[src/mkstq_pkg.sv]
`timescale 1ns / 1ps
`default_nettype none
// ---------------------------------------------------------------------------
// mkstq_pkg
// Shared types, codes and the key compare for the sorted task queue.
// ---------------------------------------------------------------------------
package mkstq_pkg;

	localparam int DEPTH_DEFAULT = 16;

	localparam logic [1:0] OP_INSERT = 2'd0;
	localparam logic [1:0] OP_REMOVE = 2'd1;
	localparam logic [1:0] OP_STATUS = 2'd2;

	typedef enum logic [1:0] {
		MODE_WAKE = 2'd0,
		MODE_REM  = 2'd1,
		MODE_PRIO = 2'd2,
		MODE_FIFO = 2'd3
	} sort_mode_t;

	typedef struct packed {
		logic [7:0]  id;
		logic [31:0] wake;
		logic [15:0] rem;
		logic [7:0]  prio;
	} task_t;

	typedef struct packed {
		logic       insert_en;
		logic       remove_en;
		sort_mode_t mode;
	} cell_ctrl_t;

	// new record a goes in front of stored record b
	function automatic logic goes_before(sort_mode_t mode, task_t a, task_t b);
		logic res;
		unique case (mode)
			MODE_WAKE: res = a.wake < b.wake;
			MODE_REM:  res = a.rem < b.rem;
			MODE_PRIO: res = a.prio > b.prio;
			MODE_FIFO: res = 1'b0;
		endcase
		return res;
	endfunction

endpackage
`default_nettype wire

[src/mkstq_cell.sv]
`timescale 1ns / 1ps
`default_nettype none
// ---------------------------------------------------------------------------
// mkstq_cell
// One slot of the queue: compares the new record against its own and
// loads new, left or right neighbor data on insert or remove.
// ---------------------------------------------------------------------------
module mkstq_cell (
	input  wire                     clk,
	input  wire                     arst_n,
	input  mkstq_pkg::cell_ctrl_t   ctrl,
	input  mkstq_pkg::task_t        new_task,
	input  mkstq_pkg::task_t        left_task,
	input  wire                     left_valid,
	input  mkstq_pkg::task_t        right_task,
	input  wire                     right_valid,
	input  wire                     found_in,
	output logic                    found_out,
	output mkstq_pkg::task_t        task_out,
	output logic                    valid_out
);
	import mkstq_pkg::*;

	task_t task_q;
	logic  valid_q;
	task_t task_d;
	logic  valid_d;
	logic  hit;

	assign hit       = !valid_q || goes_before(ctrl.mode, new_task, task_q);
	assign found_out = found_in || hit;

	always_comb begin
		task_d  = task_q;
		valid_d = valid_q;
		if (ctrl.remove_en) begin
			task_d  = right_task;
			valid_d = right_valid;
		end else if (ctrl.insert_en) begin
			if (found_in) begin
				task_d  = left_task;
				valid_d = left_valid;
			end else if (hit) begin
				task_d  = new_task;
				valid_d = 1'b1;
			end
		end
	end

	always_ff @(posedge clk or negedge arst_n) begin
		if (!arst_n) begin
			valid_q <= 1'b0;
		end else begin
			valid_q <= valid_d;
		end
	end

	always_ff @(posedge clk) begin
		task_q <= task_d;
	end

	assign task_out  = task_q;
	assign valid_out = valid_q;

endmodule
`default_nettype wire

[src/multi_key_sorted_task_queue.sv]
`timescale 1ns / 1ps
`default_nettype none
// the result of an accepted request is registered and presented in the next cycle
// throughput: 1 request per cycle while out_ready is high; every cell compares and shifts in the same cycle
// a new request is taken while the previous result waits, if out_ready is high
// reset clears all cell valid bits (queue empty) and sets sort mode to fifo
// slot payload is not reset; an empty cell is never read out
// ---------------------------------------------------------------------------
// multi_key_sorted_task_queue
// Bounded ordered task queue built as a row of compare-and-shift cells.
// ---------------------------------------------------------------------------
module multi_key_sorted_task_queue #(
	parameter int DEPTH = mkstq_pkg::DEPTH_DEFAULT
) (
	input  wire         clk,
	input  wire         arst_n,
	input  wire         cfg_valid,
	output logic        cfg_ready,
	input  wire  [1:0]  cfg_data,
	input  wire         in_valid,
	output logic        in_ready,
	input  wire  [1:0]  opcode,
	input  wire  [7:0]  task_id,
	input  wire  [31:0] wake_time,
	input  wire  [15:0] burst_ticks,
	input  wire  [7:0]  task_priority,
	output logic        out_valid,
	input  wire         out_ready,
	output logic        had_task,
	output logic [7:0]  out_task_id,
	output logic [31:0] out_wake_time,
	output logic [15:0] out_burst_ticks,
	output logic [7:0]  out_priority,
	output logic        queue_empty,
	output logic        queue_full,
	output logic        insert_dropped
);
	import mkstq_pkg::*;

	sort_mode_t       sort_mode_q;
	logic             out_valid_q;
	logic             had_task_q;
	task_t            out_task_q;
	logic             queue_empty_q;
	logic             queue_full_q;
	logic             insert_dropped_q;

	logic             in_accept;
	task_t            new_task;
	cell_ctrl_t       ctrl;
	task_t            cell_task [DEPTH];
	logic [DEPTH-1:0] cell_valid;
	logic [DEPTH:0]   found;
	task_t            left_task [DEPTH];
	logic [DEPTH-1:0] left_valid;
	task_t            right_task [DEPTH];
	logic [DEPTH-1:0] right_valid;

	logic             had_d;
	logic             empty_d;
	logic             full_d;
	logic             dropped_d;

	assign cfg_ready = 1'b1;
	assign in_ready  = !out_valid_q || out_ready;
	assign in_accept = in_valid && in_ready;

	assign new_task = '{id: task_id, wake: wake_time, rem: burst_ticks,
		prio: task_priority};

	assign ctrl.insert_en = in_accept && (opcode == OP_INSERT) && !cell_valid[DEPTH-1];
	assign ctrl.remove_en = in_accept && (opcode == OP_REMOVE);
	assign ctrl.mode      = sort_mode_q;

	assign found[0] = 1'b0;

	for (genvar i = 0; i < DEPTH; i++) begin : g_cell
		if (i == 0) begin : g_first
			assign left_task[i]  = '0;
			assign left_valid[i] = 1'b0;
		end else begin : g_mid
			assign left_task[i]  = cell_task[i-1];
			assign left_valid[i] = cell_valid[i-1];
		end
		if (i == DEPTH - 1) begin : g_last
			assign right_task[i]  = '0;
			assign right_valid[i] = 1'b0;
		end else begin : g_inner
			assign right_task[i]  = cell_task[i+1];
			assign right_valid[i] = cell_valid[i+1];
		end

		mkstq_cell u_cell (
			.clk         (clk),
			.arst_n      (arst_n),
			.ctrl        (ctrl),
			.new_task    (new_task),
			.left_task   (left_task[i]),
			.left_valid  (left_valid[i]),
			.right_task  (right_task[i]),
			.right_valid (right_valid[i]),
			.found_in    (found[i]),
			.found_out   (found[i+1]),
			.task_out    (cell_task[i]),
			.valid_out   (cell_valid[i])
		);
	end

	always_comb begin
		had_d     = 1'b0;
		dropped_d = 1'b0;
		unique case (opcode)
			OP_INSERT: begin
				dropped_d = cell_valid[DEPTH-1];
				empty_d   = 1'b0;
				full_d    = cell_valid[DEPTH-2];
			end
			OP_REMOVE: begin
				had_d   = cell_valid[0];
				empty_d = !cell_valid[1];
				full_d  = 1'b0;
			end
			OP_STATUS: begin
				empty_d = !cell_valid[0];
				full_d  = cell_valid[DEPTH-1];
			end
			default: begin
				empty_d = !cell_valid[0];
				full_d  = cell_valid[DEPTH-1];
			end
		endcase
	end

	always_ff @(posedge clk or negedge arst_n) begin
		if (!arst_n) begin
			sort_mode_q <= MODE_FIFO;
			out_valid_q <= 1'b0;
		end else begin
			if (cfg_valid && cfg_ready) begin
				sort_mode_q <= sort_mode_t'(cfg_data);
			end
			if (in_accept) begin
				out_valid_q <= 1'b1;
			end else if (out_ready) begin
				out_valid_q <= 1'b0;
			end
		end
	end

	always_ff @(posedge clk) begin
		if (in_accept) begin
			had_task_q       <= had_d;
			out_task_q       <= had_d ? cell_task[0] : '0;
			queue_empty_q    <= empty_d;
			queue_full_q     <= full_d;
			insert_dropped_q <= dropped_d;
		end
	end

	assign out_valid       = out_valid_q;
	assign had_task        = had_task_q;
	assign out_task_id     = out_task_q.id;
	assign out_wake_time   = out_task_q.wake;
	assign out_burst_ticks = out_task_q.rem;
	assign out_priority    = out_task_q.prio;
	assign queue_empty     = queue_empty_q;
	assign queue_full      = queue_full_q;
	assign insert_dropped  = insert_dropped_q;

	// occupied cells stay packed at the head
	a_packed: assert property (@(posedge clk) disable iff (!arst_n)
		((cell_valid >> 1) & ~cell_valid) == '0)
		else $error("queue cells not contiguous");

	a_empty_flag: assert property (@(posedge clk) disable iff (!arst_n)
		out_valid_q |-> (queue_empty_q == !cell_valid[0]))
		else $error("empty flag disagrees with cells");

	a_full_flag: assert property (@(posedge clk) disable iff (!arst_n)
		out_valid_q |-> (queue_full_q == cell_valid[DEPTH-1]))
		else $error("full flag disagrees with cells");

	a_remove_hit: assert property (@(posedge clk) disable iff (!arst_n)
		(in_accept && (opcode == OP_REMOVE) && cell_valid[0]) |=> had_task_q)
		else $error("remove on non-empty queue returned no task");

	a_drop_full: assert property (@(posedge clk) disable iff (!arst_n)
		(out_valid_q && insert_dropped_q) |-> (queue_full_q && !had_task_q))
		else $error("dropped insert without full queue");

endmodule
`default_nettype wire
[config.mk]
export PLATFORM = sky130hd
export DESIGN_NAME = multi_key_sorted_task_queue
export DESIGN_NICKNAME = d
export VERILOG_FILES = /design/src/mkstq_pkg.sv /design/src/mkstq_cell.sv /design/src/multi_key_sorted_task_queue.sv
export SDC_FILE = /design/constraint.sdc
export NUM_CORES = 2
export LEC_CHECK = 0
export CAP_MARGIN = 20
export CORE_MARGIN = 2
export CORE_UTILIZATION = 53
export DETAILED_ROUTE_END_ITERATION = 10
export DONT_BUFFER_PORTS = 1
export GPL_ROUTABILITY_DRIVEN = 0
export MAX_ROUTING_LAYER = met4
export PLACE_DENSITY = 0.69
export SYNTH_ARGS = -nofsm -noshare
export SYNTH_HDL_FRONTEND = slang
export SYNTH_HIERARCHICAL = 1
export SYNTH_SLANG_ARGS = --single-unit
[constraint.sdc]
create_clock -name clk -period 26.4 [get_ports clk]
set_input_delay 2.64 -clock clk [delete_from_list [all_inputs] [get_ports clk]]
set_output_delay 2.64 -clock clk [all_outputs]
set_load 0.1 [all_outputs]
==> flow_summary.toml <==
[status]
status = "complete, no violations"

[pwr]
seq_power_share_pct = 46.7
p_sw_mw = 1.45
intPower_mw = 3.50
power_frac_clock_pct = 37.3
powerDensity_nw_per_um2 = 58.8
p_comb_share_pct = 16.0
switching_share_pct = 29.3
peakVddDrop_mv = 0.0723
p_leak_nw = 39.9

[timing]
skew_ps = 26.8
drv_slew = 0
fin_crit_ps = 12530
fmax_ghz = 0.0798
setup_ws_ps = 13870
fin_setup_tns_ps = 0
relSlewSlack_pct = 14.6
tightest_slew_ps = 1280
setup_viol = 0
timing.final.hold_violations = 0
rsz0062_at_grt = "false"
finalCritPeriodShare_pct = 47.5

[worst_hold_path]
min_from = "g_cell[15].u_cell/task_out[60]"
min_path_cells = 2
hp-class = "register to register"

[clocking]
cts_tree = "yes"
hold_buffers = 0
cts_setup_buffers = 0
clock_sinks = 1111
cts_root_buf = "clkbuf_16"
cts-buffers-inserted = 136
htreeDepth = 4
clk_pin_slew_worst_paths_ps = 50
ctsResizeCount = 0
clock_path_buffers = 3
clock_latency_ps = 780

[setup_path]
endpoint_kind = "register"
slowest_delay_ps = 850
crit_top_cell = "o21bai_4"
crit_start = "wake_time[2]"
rr_worst_depth = 40
cp.arrival_ps = 13000
cpMaxStageDelayCell = "o21bai_4"
path_buf_inv = 4
path_max_fanout = 37
crit_path_start_kind = "primary input"
reg2reg_from = "sort_mode_q[0]"
path_delay_family = "compound AO/OA/AOI/OAI gates"
cp.required_ps = 26870
critical_path_cell_count = 41
crit_type = "primary input to register"

[global_route]
grt_usage_pct = 30.1
grt_pass1_vias = 57600
grt_overflow = 0
grt_max_degree = 294
antenna_found_initial = 10
grt_pass1_wl_um = 337000

[yosys]
syn_area_um2 = 77500
synthCells = 7870
avgSynthCellArea_um2 = 9.84
yosysWarnings = 6

[layout]
stdcell_area_um2 = 84200
area_growth_pct = 8.75
nets = 8799
final_cells = 9893
layout-drive-gt1-share_pct = 4.70

[detailed_routing]
vias_per_cell = 5.98
drt_iter0_drc = 6443
num_vias = 59100
route.detailed.drc = 0
first_pass_iters = 8
antenna_left = 0
wl_um = 221000
wire_per_inst_um = 22.4

[die]
ios = 144
die_area_um2 = 149000
die_w_um = 386
initial_core_util_pct = 53.3
die_height_um = 386
num_rows = 140
core_area_um2 = 145000

[placement]
dp_slack_ps = 13320
dp_cells = 9638
portBuffers = 0
hpwl_um = 156000
placed_area_um2 = 79900

[flow_run]
cap_viol_max_count = 0
## routing by layer
layer | up-vias | wire length [um] | track usage (%)
li1 | 28000 | - | -
met1 | 28400 | 95700 | 40.7
met2 | 2329 | 98700 | 45.6
met3 | 432 | 19200 | 5.35
met4 | 0 | 7470 | 9.94
met5 | - | 0 | -
## state kept, by name, indices dropped and copies added, names as in the netlist, 2 cells and up
name and count:
g_cell.u_cell/task_out 1024, out_wake_time 32, g_cell.u_cell/valid_out 16, out_burst_ticks 16, out_priority 8, out_task_id 8, sort_mode_q 2
## tightest hold or removal path, cell delays in order (launching register included)
cell and delay, ps:
edfxtp_1 310, nand2_1 50, o21ai_1 60
## metrics by stage
stage	total power [mW]	hold WS, ps	util (%)
3_3_place_gp	3.08	510	54.9
6_report	4.95	532	57.9
2_1_floorplan	2.85	498	-
5_1_grt	5.14	545	57.9
3_5_place_dp	3.12	525	54.9
4_1_cts	4.96	536	57.9
## layout make-up
| type | instances | area (um^2) |
|---|---|---|
| fillers | 12400 | 61200 |
| clock inverters | 70 | 572 |
| clock buffers | 178 | 3740 |
| diodes | 4 | 10.0 |
| flip-flops and latches | 1111 | 33300 |
| well taps | 1917 | 2400 |
| inverters | 913 | 3430 |
| multi-input cells | 5616 | 40100 |
| repair buffers | 84 | 713 |
## power groups by stage
stage	clock [mW]	combinational (mW)	sequential, mW
2_1_floorplan	0	0.535	2.31
4_1_cts	1.87	0.778	2.31
6_report	1.85	0.793	2.31
3_3_place_gp	0	0.738	2.34
3_5_place_dp	0	0.773	2.34
5_1_grt	1.94	0.875	2.33
## final timing paths
kind                                                  end  slack, ps
hold / removal             g_cell[14].u_cell/task_out[60]        530
min in group asynchronous      g_cell[0].u_cell/valid_out       1560
setup reg to reg           g_cell[15].u_cell/task_out[15]      14770
setup / recovery            g_cell[15].u_cell/task_out[9]      13870
hold reg to reg            g_cell[14].u_cell/task_out[60]        530
max in group asynchronous                  sort_mode_q[0]      24670
## placed cells by master (no fill, tap or decap), types with 48 or more instances in the layout
master / n
nand2b_1: 51
mux2i_1: 1024
o21ai_1: 704
inv_1: 913
edfxtp_1: 1092
conb_1: 132
nand2_1: 1296
buf_4: 77
nor3_1: 48
clkbuf_16: 143
a21oi_1: 368
nor2_1: 65
o21ai_0: 464
and2_1: 81
nand4_1: 80
nand3_1: 48
ha_1: 864
Power figures use the tool's default switching activity.
